### config.mk
export PLATFORM = sky130hd
export DESIGN_NAME = chr_ctrl
export DESIGN_NICKNAME = d
export VERILOG_FILES = /design/src/sv/chr_pkg.sv /design/src/sv/chr_ctrl.sv
export SDC_FILE = /design/constraint.sdc
export NUM_CORES = 1
export LEC_CHECK = 0
export BUFFER_PORTS_ARGS = -buffer_cell sky130_fd_sc_hd__buf_2
export CAP_MARGIN = 20
export CORE_AREA = 2 2 39 41
export CTS_CLUSTER_DIAMETER = 200
export DETAILED_ROUTE_END_ITERATION = 12
export DIE_AREA = 0 0 41 43
export SETUP_SLACK_MARGIN = 0.2
export SYNTH_ARGS = -nofsm -noshare
export SYNTH_HDL_FRONTEND = slang
export SYNTH_SLANG_ARGS = --single-unit
### constraint.sdc
create_clock -name i_clk -period 1.3 [get_ports i_clk]
set_input_delay 0.065 -clock i_clk [delete_from_list [all_inputs] [get_ports i_clk]]
set_output_delay 0.065 -clock i_clk [all_outputs]
set_load 0.1 [all_outputs]
### src/sv/chr_pkg.sv
// Package for the hash ring lookup core: request and status codes, FSM states,
// and the controller/datapath command and status structs. No dependencies.
package chr_pkg;

    localparam int HOST_ID_BITS = 8;

    localparam logic [1:0] REQ_INSERT   = 2'd0;
    localparam logic [1:0] REQ_DELETE   = 2'd1;
    localparam logic [1:0] REQ_LOOKUP   = 2'd2;
    localparam logic [1:0] REQ_RESERVED = 2'd3;

    localparam logic [2:0] ST_OK    = 3'd0;
    localparam logic [2:0] ST_DUP   = 3'd1;
    localparam logic [2:0] ST_NOTFD = 3'd2;
    localparam logic [2:0] ST_FULL  = 3'd3;
    localparam logic [2:0] ST_EMPTY = 3'd4;

    typedef enum logic [2:0] {
        S_IDLE,
        S_PROBE,
        S_WAIT,
        S_DECIDE,
        S_SHIFT_RD,
        S_SHIFT_WR,
        S_FETCH,
        S_DONE
    } t_state;

    typedef struct packed {
        logic load;      // capture request, init search bounds
        logic probe;     // issue read at mid
        logic narrow;    // update lo/hi from read data
        logic shift_rd;  // read entry being moved
        logic shift_wr;  // write moved entry, step index
        logic put_new;   // write new entry at insert slot
        logic fetch;     // read entry at search result, load shift index
        logic finish;    // form result
    } t_cmd;

    typedef struct packed {
        logic       search_done;
        logic       hit;
        logic       full;
        logic       empty;
        logic       shift_done;
        logic [1:0] kind;
    } t_sts;

endpackage

### src/sv/chr_ctrl.sv
// Controller FSM of the hash ring core: sequences search, hit check, shift and
// result. Uses chr_pkg.
module chr_ctrl
    import chr_pkg::*;
(
    input  logic i_clk,
    input  logic i_rst_n,
    input  logic i_start,
    input  t_sts i_sts,
    output t_cmd o_cmd,
    output logic o_busy,
    output logic o_done
);

    t_state r_state, n_state;

    always_ff @(posedge i_clk) begin
        if (!i_rst_n) begin
            r_state <= S_IDLE;
        end else begin
            r_state <= n_state;
        end
    end

    always_comb begin
        n_state = r_state;
        unique case (r_state)
            S_IDLE:     if (i_start) n_state = S_PROBE;
            S_PROBE:    n_state = i_sts.search_done ? S_FETCH : S_WAIT;
            S_WAIT:     n_state = S_DECIDE;
            S_DECIDE:   n_state = S_PROBE;
            S_FETCH:    n_state = S_SHIFT_RD;
            S_SHIFT_RD: begin
                // first visit: fetched data is valid, hit known
                if (i_sts.kind == REQ_INSERT) begin
                    if (i_sts.hit || i_sts.full || i_sts.shift_done) n_state = S_DONE;
                    else n_state = S_SHIFT_WR;
                end else if (i_sts.kind == REQ_DELETE) begin
                    if (!i_sts.hit || i_sts.shift_done) n_state = S_DONE;
                    else n_state = S_SHIFT_WR;
                end else begin
                    n_state = S_DONE;
                end
            end
            S_SHIFT_WR: n_state = i_sts.shift_done ? S_DONE : S_SHIFT_WR;
            S_DONE:     n_state = S_IDLE;
            default:    n_state = S_IDLE;
        endcase
    end

    logic r_sh;  // shift loop alternates read/write
    always_ff @(posedge i_clk) begin
        if (!i_rst_n) begin
            r_sh <= 1'b0;
        end else if (r_state == S_SHIFT_WR) begin
            r_sh <= ~r_sh;
        end else begin
            r_sh <= 1'b0;
        end
    end

    always_comb begin
        o_cmd  = '0;
        o_busy = (r_state != S_IDLE);
        o_done = 1'b0;
        unique case (r_state)
            S_IDLE:     o_cmd.load = i_start;
            S_PROBE:    o_cmd.probe = 1'b1;
            S_WAIT:     ;
            S_DECIDE:   o_cmd.narrow = 1'b1;
            S_FETCH:    o_cmd.fetch = 1'b1;
            S_SHIFT_RD: begin
                o_cmd.shift_rd = (n_state == S_SHIFT_WR);
                o_cmd.put_new  = (i_sts.kind == REQ_INSERT) && !i_sts.hit && !i_sts.full
                                 && i_sts.shift_done;
            end
            S_SHIFT_WR: begin
                o_cmd.shift_rd = r_sh;
                o_cmd.shift_wr = !r_sh;
                o_cmd.put_new  = r_sh && i_sts.shift_done && (i_sts.kind == REQ_INSERT);
            end
            S_DONE: begin
                o_cmd.finish = 1'b1;
            end
            default: ;
        endcase
        o_done = (r_state == S_DONE);
    end

endmodule

# [Word-level counts from Yosys, hierarchy flattened]
# Index checks and enable logic that the tools add are counted.
[totals] regBits=4 word_cells=43
[classes] bitwise_logic=1 n_eq_ne=9 n_reduce_logical=15 muxes=16
[op_table] cell="case mux 3 bit (8 select lines)" count=1
[op_table] cell="== test 3 bit, second input constant" count=5
[op_table] cell="two-way mux 3 bit" count=4
[op_table] cell="== test 3 x 2 -> 1 bit, second input constant" count=2
[op_table] cell="two-way mux 1 bit" count=6
[op_table] cell="two-way mux 2 bit" count=3
[op_table] cell="logical AND 1 bit" count=5
[op_table] cell="case mux 1 bit (2 select lines)" count=2
[op_table] cell="== test 3 x 1 -> 1 bit, second input constant" count=1
[op_table] cell="zero test 1 bit" count=3
[op_table] cell="zero test 3 bit" count=1
[op_table] cell="logical OR 1 bit" count=3
[op_table] cell="nonzero test 3 bit" count=1
[op_table] cell="== test 2 x 1 -> 1 bit, second input constant" count=1
[op_table] cell="zero test 2 bit" count=1
[op_table] cell="AND reduction 2 bit" count=1
[op_table] cell="inverter 1 bit" count=1

# [Depth between registers and ports, before layout]
# Gate-level depths: netlist (run 1).
[depth] ltp_word=8 depth_mapped=4 ltp_nobuf=3

# [Worst setup path after synthesis (run 1)]
# Ideal clock, no wire load.
[synth_path] kind="register to register" start="register r_state[0]" end="register r_sh" stages_incl_launch_ff=4 setup_ps=71 arrival_ps=3113 synth_period_minus_slack_ps=3184 path_slack_ps=-1884 n_path_buf=1 cell_sequence="dfxtp_1 -> clkbuf_1 -> nor3b_1 -> and2_1"
[synth_between] elab_chain_cells=2
[synth_lines] element="start, declared" line_no="chr_ctrl.sv:15" text="t_state r_state, n_state;"
[synth_lines] element="start signal, assigned" line_no="chr_ctrl.sv:21" text="r_state <= n_state;"
[synth_lines] element="== test 3 bit" line_no="chr_ctrl.sv:55" text="end else if (r_state == S_SHIFT_WR) begin"
[synth_lines] element="AND reduction 2 bit (no source line)"
[synth_lines] element="end signal, assigned" line_no="chr_ctrl.sv:56" text="r_sh <= ~r_sh;"
[synth_lines] element="end, declared" line_no="chr_ctrl.sv:51" text="logic r_sh;"
# No other way between the ends.
# A chain may end at the register's enable or synchronous reset.

==> flow_results.xml, run 1 <==
<?xml version="1.0" encoding="UTF-8"?>
<metrics>
  <group name="run_status">
    <metric name="outcome" unit="">finished, violations left</metric>
    <metric name="failed_checks" unit="">negative setup slack</metric>
  </group>
  <group name="routing">
    <metric name="drtPass1Iterations" unit="">3</metric>
    <metric name="wire_per_inst" unit="um">11.65</metric>
    <metric name="via_count" unit="">388</metric>
    <metric name="drc" unit="">0</metric>
    <metric name="postRouteWirelength" unit="um">1002</metric>
    <metric name="post_drt_via_cell_ratio" unit="">4.512</metric>
    <metric name="antenna_violating_nets_post_route" unit="">0</metric>
    <metric name="drt-initial-drc-count" unit="">5</metric>
  </group>
  <group name="timing">
    <metric name="report.final.slew_viol_count" unit="">0</metric>
    <metric name="fin_ws" unit="ns">-0.2640</metric>
    <metric name="tightest_slew" unit="ns">0.2254</metric>
    <metric name="achievable_clock_frequency" unit="MHz">639.4</metric>
    <metric name="clock_skew" unit="ns">0.006993</metric>
    <metric name="finalHoldViolations" unit="">0</metric>
    <metric name="setup_violations" unit="">9</metric>
    <metric name="min_period" unit="ns">1.564</metric>
    <metric name="fin_crit_sh" unit="">1.203</metric>
    <metric name="grt_setup_unrepaired" unit="">true</metric>
    <metric name="setup_total_negative_slack" unit="ns">-1.247</metric>
    <metric name="relSlewSlack" unit="">0.8486</metric>
  </group>
  <group name="clock_network">
    <metric name="clock_sink_count" unit="">4</metric>
    <metric name="cts_tree" unit="">done</metric>
    <metric name="cts.reportedPaths.clkPinSlew" unit="ns">0.04</metric>
    <metric name="htree_num_levels" unit="">1</metric>
    <metric name="clockBufferDepth" unit="">2</metric>
    <metric name="worst_skew_pair.late_latency" unit="ns">0.24</metric>
    <metric name="number_of_buffers_added_by_the_clock_tree_synthesis_step" unit="">3</metric>
    <metric name="cts_hold_repair.buffers" unit="">0</metric>
    <metric name="clock_tree.root_cell" unit="">sky130_fd_sc_hd__clkbuf_4</metric>
  </group>
  <group name="placement">
    <metric name="dp_hpwl" unit="um">647.1</metric>
    <metric name="portBuffers" unit="">18</metric>
    <metric name="gp_routability_congestion" unit="">0.7528</metric>
    <metric name="dpl.cell_count" unit="">73</metric>
  </group>
  <group name="worst_setup_path">
    <metric name="path_cells" unit="">nand2b_4 -&gt; or4b_4 -&gt; a21oi_4 -&gt; buf_12</metric>
    <metric name="timing.rr.end" unit="">r_state[1]</metric>
    <metric name="cp-start-kind" unit="">flop</metric>
    <metric name="timing.critical_path.slowest_cell_delay" unit="ns">0.49</metric>
    <metric name="worstPathArrival" unit="ns">1.50</metric>
    <metric name="ff2ff_setup_slack" unit="ns">-0.05</metric>
    <metric name="path_max_fanout" unit="">2</metric>
    <metric name="rr_worst_depth" unit="">7</metric>
    <metric name="category_of_the_worst_setup_path_capture_point" unit="">output pin</metric>
    <metric name="worst_r2r_startpoint" unit="">r_state[1]</metric>
    <metric name="critical_path.startpoint" unit="">r_state[1]</metric>
    <metric name="critical_path.slowest_cell" unit="">sky130_fd_sc_hd__or4b_4</metric>
    <metric name="path_class" unit="">reg2out</metric>
    <metric name="timing.critical_path.required" unit="ns">1.24</metric>
  </group>
  <group name="worst_hold_path">
    <metric name="worst_hold_path_type" unit="">in2reg</metric>
    <metric name="min-delay-start" unit="">i_rst_n</metric>
    <metric name="hold-path-cell-count" unit="">3</metric>
    <metric name="min_to" unit="">r_state[2]</metric>
  </group>
  <group name="die">
    <metric name="core_footprint" unit="sq um">1384</metric>
    <metric name="dieHeight" unit="um">43</metric>
    <metric name="floorplan.initialDensity" unit="">0.1890</metric>
    <metric name="num_rows" unit="">14</metric>
    <metric name="io-pin-count" unit="">20</metric>
    <metric name="die_w" unit="um">41</metric>
    <metric name="die_outline_area" unit="sq um">1763</metric>
  </group>
  <group name="logic_synthesis">
    <metric name="synth_nets" unit="">47</metric>
    <metric name="yosys.cell_types.count" unit="">20</metric>
    <metric name="yosys.area.top_type" unit="">sky130_fd_sc_hd__dfxtp_1</metric>
    <metric name="syn-cell-area" unit="sq um">261.5</metric>
    <metric name="synth_top_cells_by_area" unit="">sky130_fd_sc_hd__dfxtp_1 31%, sky130_fd_sc_hd__nand2_1 7.2%, sky130_fd_sc_hd__nor2_1 7.2%</metric>
    <metric name="area_share_of_the_leading_cell_type_in_the_synthesized_netlist" unit="">0.3062</metric>
    <metric name="netlist_instances" unit="">37</metric>
    <metric name="ys_seq_area_frac" unit="">0.3062</metric>
    <metric name="synth_area_per_cell" unit="sq um">7.068</metric>
    <metric name="yosysWarningCount" unit="">0</metric>
    <metric name="postSynthRegisterBits" unit="">4</metric>
  </group>
  <group name="power">
    <metric name="power.density" unit="nW/um^2">1128</metric>
    <metric name="leakage" unit="nW">0.3321</metric>
    <metric name="power.ir.vdd_worst" unit="uV">1120</metric>
  </group>
  <group name="cells_and_area">
    <metric name="diodes" unit="">0</metric>
    <metric name="synthToLayoutAreaGrowth" unit="%">198.1</metric>
    <metric name="final_common_cell" unit="">sky130_fd_sc_hd__buf_12</metric>
    <metric name="final_net_count" unit="">81</metric>
    <metric name="share_of_post_route_cells_with_drive_strength_above_1" unit="">0.7571</metric>
    <metric name="top_library_cells_by_usage_in_the_layout_fill_and_taps_aside" unit="">10 x sky130_fd_sc_hd__buf_12, 9 x sky130_fd_sc_hd__buf_4, 8 x sky130_fd_sc_hd__buf_2</metric>
    <metric name="post_layout_nonfiller_instances" unit="">86</metric>
  </group>
  <group name="global_route">
    <metric name="grt-ovfl-total" unit="">0</metric>
    <metric name="vias_in_the_first_global_route" unit="">389</metric>
    <metric name="grt_antenna_before_repair" unit="">0</metric>
    <metric name="grt_max_degree" unit="">6</metric>
    <metric name="grt_pass1_wl" unit="um">1545</metric>
    <metric name="track_usage" unit="">0.1305</metric>
  </group>
  <group name="flow_run">
    <metric name="drv_cap" unit="">0</metric>
  </group>
</metrics>
-- metal layers --
metal  vias up  global-route usage  routed length (um)  share of wire
met5         -                   0                   0              0
met4         0             0.08000                   0              0
met3         0             0.01571                  83          0.083
met2        20              0.2219                 561           0.56
met1       175              0.1415                 357           0.36
li1        193                   -                   -              -
-- through the flow --
step	hold slack, ns	power, mW	area, sq um	utilization	worst slack [ns]
2_1_floorplan	0.1691	0.4445	336.6	-	-0.3447
3_3_place_gp	0.3021	0.6021	611.8	0.4421	-0.003787
3_5_place_dp	0.3076	0.6049	611.8	0.4421	-0.01956
4_1_cts	0.04880	0.8670	749.5	0.5416	-0.2713
5_1_grt	0.05566	0.9165	779.5	0.5633	-0.2958
6_report	0.06016	0.8791	779.5	0.5633	-0.2640
-- cell type report --
class | count | area (sq um)
fill | 123 | 604.3
clock buffer | 4 | 26.28
timing repair buffer | 31 | 356.6
tap | 16 | 20.02
multi-input combinational | 30 | 284.0
sequential | 4 | 88.84
inverter | 1 | 3.754
-- worst max-delay path by stage --
stage / to / slack (ns) / cells past startpoint
after floorplan: r_sh / -0.34 / 3
after global placement: o_cmd[2] / -0.004 / 4
after detailed placement: o_cmd[2] / -0.02 / 4
after CTS: o_cmd[2] / -0.27 / 4
after global routing: o_cmd[2] / -0.30 / 4
final: o_cmd[2] / -0.26 / 4
-- cell families (layout without fill, tap and decap cells) --
logic type | count (synthesis) | after routing | share of synthesized area
compound gates | 6 | 6 | 0.1292
flops | 4 | 4 | 0.3062
buf+inv | 3 | 36 | 0.05740
simple gates | 24 | 24 | 0.5072
-- synth_stat cells (all sizes together) --
cell type / instances
nand2: 5
nor2: 5
dfxtp: 4
a21oi: 3
and2: 3
o21ai: 3
nor2b: 2
or3: 2
and3: 1
and4b: 1
buf: 1
clkbuf: 1
inv: 1
nand2b: 1
nor3: 1
nor3b: 1
nor4: 1
or4b: 1
-- power by group --
part	leakage (nW)	switching (mW)	internal (mW)	total, mW
logic	0.283	0.316	0.234	0.550
clock network	0.0150	0.0547	0.115	0.170
registers	0.0345	0.0181	0.141	0.159
-- state kept, by name (all words and copies together), names as in the netlist --
register / cells
r_state: 3
r_sh: 1
-- what timing repair did --
item	4_1_cts	5_1_grt
pin swaps	9	5
endpoints found under the setup margin	11	13
buffers inserted	6	3
endpoints found under the hold margin	0	0
gates resized for setup	17	3
-- worst max-delay path: cells and delay by family, from the launching register on --
family,cells,cell delay [ns]
compound gates,1,0.15
buf+inv,1,0.19
flops,1,0.31
simple gates,2,0.62
Power figures use the tool's default switching activity.
==> inputs of run 2 (changes only) <==
CTS_BUF_LIST = sky130_fd_sc_hd__clkbuf_8 sky130_fd_sc_hd__clkbuf_16   (was unset)
==> flow_results.xml, run 2 (synthesized netlist as in run 1, its figures left out) <==
<?xml version="1.0" encoding="UTF-8"?>
<metrics>
  <group name="run_status">
    <metric name="outcome" unit="">finished, violations left</metric>
    <metric name="failed_checks" unit="">negative setup slack</metric>
  </group>
  <group name="worst_setup_path">
    <metric name="category_of_the_worst_setup_path_capture_point" unit="">output pin</metric>
    <metric name="critical_path_buf_inv_count" unit="">1</metric>
    <metric name="rr_worst_depth" unit="">7</metric>
    <metric name="timing.rr.end" unit="">r_state[1]</metric>
    <metric name="critical_path.slowest_cell" unit="">sky130_fd_sc_hd__or4b_4</metric>
    <metric name="path_class" unit="">reg2out</metric>
    <metric name="path_cells" unit="">nand2b_4 -&gt; or4b_4 -&gt; a21oi_4 -&gt; buf_12</metric>
    <metric name="worstPathArrival" unit="ns">1.48</metric>
    <metric name="worst_r2r_startpoint" unit="">r_state[1]</metric>
    <metric name="critical-path-top-delay-family" unit="">simple AND/OR/NAND/NOR gates</metric>
    <metric name="path_max_fanout" unit="">2</metric>
    <metric name="ff2ff_setup_slack" unit="ns">-0.06</metric>
    <metric name="timing.critical_path.slowest_cell_delay" unit="ns">0.49</metric>
    <metric name="cp-start-kind" unit="">flop</metric>
    <metric name="timing.critical_path.required" unit="ns">1.24</metric>
    <metric name="critical_path.startpoint" unit="">r_state[1]</metric>
  </group>
  <group name="timing">
    <metric name="achievable_clock_frequency" unit="MHz">646.3</metric>
    <metric name="report.final.slew_viol_count" unit="">0</metric>
    <metric name="finalHoldViolations" unit="">0</metric>
    <metric name="grt_setup_unrepaired" unit="">true</metric>
    <metric name="setup_violations" unit="">9</metric>
    <metric name="relSlewSlack" unit="">0.8499</metric>
    <metric name="fin_crit_sh" unit="">1.190</metric>
    <metric name="clock_skew" unit="ns">0.003216</metric>
    <metric name="min_period" unit="ns">1.547</metric>
    <metric name="fin_ws" unit="ns">-0.2473</metric>
    <metric name="tightest_slew" unit="ns">0.2234</metric>
    <metric name="timing.hold.ws" unit="ns">0.07675</metric>
    <metric name="setup_total_negative_slack" unit="ns">-1.148</metric>
  </group>
  <group name="clock_network">
    <metric name="htree_num_levels" unit="">1</metric>
    <metric name="clockBufferDepth" unit="">2</metric>
    <metric name="number_of_buffers_added_by_the_clock_tree_synthesis_step" unit="">3</metric>
    <metric name="clock_tree.root_cell" unit="">sky130_fd_sc_hd__clkbuf_8</metric>
    <metric name="cts_hold_repair.buffers" unit="">0</metric>
    <metric name="cts.reportedPaths.clkPinSlew" unit="ns">0.03</metric>
    <metric name="worst_skew_pair.late_latency" unit="ns">0.22</metric>
    <metric name="clock_sink_count" unit="">4</metric>
    <metric name="cts_tree" unit="">done</metric>
  </group>
  <group name="routing">
    <metric name="via_count" unit="">393</metric>
    <metric name="drc" unit="">0</metric>
    <metric name="wire_per_inst" unit="um">12.35</metric>
    <metric name="antenna_violating_nets_post_route" unit="">0</metric>
    <metric name="post_drt_via_cell_ratio" unit="">4.570</metric>
    <metric name="drtPass1Iterations" unit="">4</metric>
    <metric name="postRouteWirelength" unit="um">1062</metric>
    <metric name="drt-initial-drc-count" unit="">1</metric>
  </group>
  <group name="cells_and_area">
    <metric name="largest_reg_flops" unit="">3</metric>
    <metric name="top_regs" unit="">r_state (3), r_sh (1)</metric>
    <metric name="share_of_post_route_cells_with_drive_strength_above_1" unit="">0.7571</metric>
    <metric name="post_layout_nonfiller_instances" unit="">86</metric>
    <metric name="most_flops_register" unit="">r_state</metric>
    <metric name="synthToLayoutAreaGrowth" unit="%">205.3</metric>
    <metric name="final_common_cell" unit="">sky130_fd_sc_hd__buf_12</metric>
    <metric name="post-route-util" unit="">0.5769</metric>
    <metric name="diodes" unit="">0</metric>
    <metric name="top_library_cells_by_usage_in_the_layout_fill_and_taps_aside" unit="">10 x sky130_fd_sc_hd__buf_12, 9 x sky130_fd_sc_hd__buf_4, 8 x sky130_fd_sc_hd__buf_2</metric>
    <metric name="final_net_count" unit="">81</metric>
  </group>
  <group name="flow_run">
    <metric name="drv_cap" unit="">0</metric>
  </group>
  <group name="power">
    <metric name="power.ir.vdd_worst" unit="uV">1039</metric>
    <metric name="power.density" unit="nW/um^2">1234</metric>
    <metric name="leakage" unit="nW">0.3440</metric>
  </group>
  <group name="die">
    <metric name="die_outline_area" unit="sq um">1763</metric>
    <metric name="core_footprint" unit="sq um">1384</metric>
    <metric name="dieHeight" unit="um">43</metric>
    <metric name="num_rows" unit="">14</metric>
    <metric name="io-pin-count" unit="">20</metric>
    <metric name="floorplan.initialDensity" unit="">0.1890</metric>
    <metric name="die_w" unit="um">41</metric>
  </group>
  <group name="placement">
    <metric name="worst_setup_timing_slack_at_the_placement_stage" unit="ns">-0.01956</metric>
    <metric name="dpl.cell_count" unit="">73</metric>
    <metric name="dp_hpwl" unit="um">647.1</metric>
    <metric name="gp_routability_congestion" unit="">0.7528</metric>
    <metric name="portBuffers" unit="">18</metric>
  </group>
  <group name="worst_hold_path">
    <metric name="worst_hold_path_type" unit="">in2reg</metric>
    <metric name="min-delay-start" unit="">i_rst_n</metric>
    <metric name="min_to" unit="">r_state[2]</metric>
    <metric name="hold-path-cell-count" unit="">3</metric>
  </group>
  <group name="global_route">
    <metric name="grt_antenna_before_repair" unit="">0</metric>
    <metric name="track_usage" unit="">0.1486</metric>
    <metric name="grt_max_degree" unit="">7</metric>
    <metric name="grt-ovfl-total" unit="">0</metric>
    <metric name="vias_in_the_first_global_route" unit="">399</metric>
    <metric name="grt_pass1_wl" unit="um">1662</metric>
  </group>
</metrics>
==> run 2: worst max-delay path by stage <==
stage | to | cells after the start | slack [ns]
floorplan | r_sh | 3 | -0.34
global route | o_cmd[2] | 4 | -0.28
global placement | o_cmd[2] | 4 | -0.004
detailed placement | o_cmd[2] | 4 | -0.02
finish | o_cmd[2] | 4 | -0.25
CTS | o_cmd[2] | 4 | -0.25
==> run 2: per-layer routing <==
layer  global-route usage  up-vias  wire length, um
met5                    0        -                0
met4               0.1200        0               21
met3              0.03141        4               78
met2               0.2344       19              581
met1               0.1576      179              381
li1                     -      191                -
==> run 2: metrics by stage <==
step | cell area (sq um) | total power [mW]
after floorplan | 336.6 | 0.4445
after global placement | 611.8 | 0.6021
after detailed placement | 611.8 | 0.6049
after CTS | 768.2 | 0.9671
after global routing | 798.3 | 1.023
final | 798.3 | 0.9852
==> run 2: power by group <==
part	switching [mW]	internal, mW	total (mW)
logic	0.318	0.234	0.552
clock network	0.0715	0.202	0.273
registers	0.0187	0.141	0.160
==> run 2: area by class of cell <==
type	count	area, sq um
fillers	122	585.6
well taps	16	20.02
flip-flops and latches	4	88.84
repair buffers	31	356.6
clock buffers	3	41.29
inverters	1	3.754
multi-input cells	30	284.0
clock inverters	1	3.754
==> run 2: repair_timing <==
action                                  in CTS  in global routing
setup buffers                                6                  3
endpoints found under the setup margin      11                 13
resized for setup                           17                  3
pin swaps                                    9                  5
==> run 2: worst register-to-register path: cells and delay by family, from the launching register on <==
kind                   cells  cell delay [ns]
AND/OR/NAND/NOR            2             0.30
buffers and inverters      4             0.51
AO/OA/AOI/OAI              1             0.12
flip-flops                 1             0.31
==> inputs of run 3 (changes only) <==
SETUP_SLACK_MARGIN = 0.02   (was 0.2)
==> flow_results.xml, run 3 (synthesized netlist as in run 1, its figures left out) <==
<?xml version="1.0" encoding="UTF-8"?>
<metrics>
  <group name="run_status">
    <metric name="outcome" unit="">finished, violations left</metric>
    <metric name="failed_checks" unit="">negative setup slack</metric>
  </group>
  <group name="timing">
    <metric name="finalHoldViolations" unit="">0</metric>
    <metric name="fin_ws" unit="ns">-0.2407</metric>
    <metric name="relSlewSlack" unit="">0.8575</metric>
    <metric name="setup_violations" unit="">4</metric>
    <metric name="fin_crit_sh" unit="">1.185</metric>
    <metric name="clock_skew" unit="ns">0.003571</metric>
    <metric name="tightest_slew" unit="ns">0.2121</metric>
    <metric name="grt_setup_unrepaired" unit="">true</metric>
    <metric name="timing.hold.ws" unit="ns">0.08064</metric>
    <metric name="achievable_clock_frequency" unit="MHz">649.0</metric>
    <metric name="min_period" unit="ns">1.541</metric>
    <metric name="report.final.slew_viol_count" unit="">0</metric>
  </group>
  <group name="worst_hold_path">
    <metric name="hold-path-cell-count" unit="">3</metric>
    <metric name="min-delay-start" unit="">i_rst_n</metric>
    <metric name="min_to" unit="">r_state[2]</metric>
    <metric name="worst_hold_path_type" unit="">in2reg</metric>
  </group>
  <group name="placement">
    <metric name="portBuffers" unit="">18</metric>
    <metric name="dp_hpwl" unit="um">647.1</metric>
    <metric name="postPlaceCellArea" unit="sq um">611.8</metric>
    <metric name="gp_routability_congestion" unit="">0.7529</metric>
  </group>
  <group name="global_route">
    <metric name="grt_pass1_wl" unit="um">1352</metric>
    <metric name="grt_max_degree" unit="">8</metric>
    <metric name="vias_in_the_first_global_route" unit="">357</metric>
    <metric name="track_usage" unit="">0.1205</metric>
    <metric name="grt-ovfl-total" unit="">0</metric>
    <metric name="grt_antenna_before_repair" unit="">0</metric>
  </group>
  <group name="routing">
    <metric name="post_drt_via_cell_ratio" unit="">4.524</metric>
    <metric name="drtPass1Iterations" unit="">4</metric>
    <metric name="drt-initial-drc-count" unit="">3</metric>
    <metric name="postRouteWirelength" unit="um">855</metric>
    <metric name="antenna_violating_nets_post_route" unit="">0</metric>
    <metric name="via_count" unit="">371</metric>
    <metric name="wire_per_inst" unit="um">10.43</metric>
    <metric name="drc" unit="">0</metric>
  </group>
  <group name="worst_setup_path">
    <metric name="path_class" unit="">reg2out</metric>
    <metric name="timing.rr.end" unit="">r_sh</metric>
    <metric name="cp-start-kind" unit="">flop</metric>
    <metric name="rr_worst_depth" unit="">6</metric>
    <metric name="worstPathArrival" unit="ns">1.48</metric>
    <metric name="path_max_fanout" unit="">2</metric>
    <metric name="worst_r2r_startpoint" unit="">r_state[1]</metric>
    <metric name="timing.critical_path.required" unit="ns">1.24</metric>
    <metric name="ff2ff_setup_slack" unit="ns">0.09</metric>
    <metric name="category_of_the_worst_setup_path_capture_point" unit="">output pin</metric>
  </group>
  <group name="cells_and_area">
    <metric name="final_net_count" unit="">77</metric>
    <metric name="diodes" unit="">0</metric>
    <metric name="final_area" unit="sq um">724.4</metric>
    <metric name="synthToLayoutAreaGrowth" unit="%">177.0</metric>
    <metric name="final_common_cell" unit="">sky130_fd_sc_hd__buf_12</metric>
    <metric name="largest_reg_flops" unit="">3</metric>
    <metric name="top_library_cells_by_usage_in_the_layout_fill_and_taps_aside" unit="">10 x sky130_fd_sc_hd__buf_12, 8 x sky130_fd_sc_hd__buf_2, 8 x sky130_fd_sc_hd__buf_4</metric>
    <metric name="share_of_post_route_cells_with_drive_strength_above_1" unit="">0.7121</metric>
    <metric name="most_flops_register" unit="">r_state</metric>
    <metric name="filler_cell_count" unit="">131</metric>
    <metric name="top_regs" unit="">r_state (3), r_sh (1)</metric>
  </group>
  <group name="power">
    <metric name="power" unit="mW">0.9109</metric>
    <metric name="power.ir.vdd_worst" unit="uV">1006</metric>
    <metric name="leakage" unit="nW">0.2975</metric>
    <metric name="power.density" unit="nW/um^2">1257</metric>
  </group>
  <group name="clock_network">
    <metric name="clock_sink_count" unit="">4</metric>
    <metric name="cts_tree" unit="">done</metric>
    <metric name="clock_tree.root_cell" unit="">sky130_fd_sc_hd__clkbuf_8</metric>
    <metric name="worst_skew_pair.late_latency" unit="ns">0.22</metric>
    <metric name="cts.reportedPaths.clkPinSlew" unit="ns">0.03</metric>
    <metric name="htree_num_levels" unit="">1</metric>
    <metric name="number_of_buffers_added_by_the_clock_tree_synthesis_step" unit="">3</metric>
    <metric name="clockBufferDepth" unit="">2</metric>
    <metric name="cts_hold_repair.buffers" unit="">0</metric>
  </group>
  <group name="die">
    <metric name="floorplan.initialDensity" unit="">0.1890</metric>
    <metric name="die_outline_area" unit="sq um">1763</metric>
    <metric name="num_rows" unit="">14</metric>
    <metric name="io-pin-count" unit="">20</metric>
    <metric name="dieHeight" unit="um">43</metric>
    <metric name="core_footprint" unit="sq um">1384</metric>
    <metric name="die_w" unit="um">41</metric>
  </group>
  <group name="flow_run">
    <metric name="drv_cap" unit="">0</metric>
  </group>
</metrics>
[run 3: per-layer routing]
metal | vias up | GRT usage | share of wire
li1 | 185 | - | -
met1 | 168 | 0.1318 | 0.38
met2 | 16 | 0.1719 | 0.53
met3 | 2 | 0.03141 | 0.085
met4 | 0 | 0.1200 | 0.0082
met5 | - | 0 | 0
[run 3: layout make-up]
type,instances,area [sq um],share of cell area
timing repair buffer,27,311.5,0.4301
multi-input combinational,30,255.2,0.3523
clock buffer,3,41.29,0.05699
sequential,4,88.84,0.1226
tap,16,20.02,0.02763
inverter,1,3.754,0.005181
clock inverter,1,3.754,0.005181
[run 3: worst max-delay path by stage]
stage,start,to,slack (ns),depth (start not counted)
after detailed placement,r_state[1],o_cmd[2],-0.02,4
after floorplan,r_state[1],r_sh,-0.34,3
final,r_state[1],o_cmd[2],-0.24,4
after CTS,r_state[1],o_cmd[2],-0.25,4
after global routing,r_state[1],o_cmd[2],-0.27,4
after global placement,r_state[1],o_cmd[2],-0.004,4
[run 3: what timing repair did]
item / in CTS / in global routing
pin swaps: 4 / 1
setup endpoints to repair: 6 / 6
buffers inserted: 4 / 2
gates resized for setup: 6 / 3
hold endpoints to repair: 0 / 0
[run 3: power by group]
group / switching [mW] / leakage, nW / internal [mW] / total [mW]
sequential: 0.0177 / 0.0345 / 0.141 / 0.158
combinational: 0.286 / 0.236 / 0.197 / 0.483
clock: 0.0674 / 0.0269 / 0.202 / 0.269
[run 3: through the flow]
| step | std cells | setup slack, ns | util | setup TNS, ns |
|---|---|---|---|---|
| after global placement | 73 | -0.003756 | 0.4421 | -0.003756 |
| after floorplan | 37 | -0.3447 | - | -1.211 |
| final | 82 | -0.2407 | 0.5235 | -0.5503 |
| after CTS | 81 | -0.2502 | 0.5154 | -0.5464 |
| after detailed placement | 73 | -0.01956 | 0.4421 | -0.01956 |
| after global routing | 82 | -0.2701 | 0.5235 | -0.7360 |
[run 3: critical path, cell delays in order, from the launching register on]
cell                       delay [ns]
sky130_fd_sc_hd__dfxtp_2         0.30
sky130_fd_sc_hd__nand2b_4        0.13
sky130_fd_sc_hd__or4b_4          0.49
sky130_fd_sc_hd__a21oi_4         0.15
sky130_fd_sc_hd__buf_12          0.19
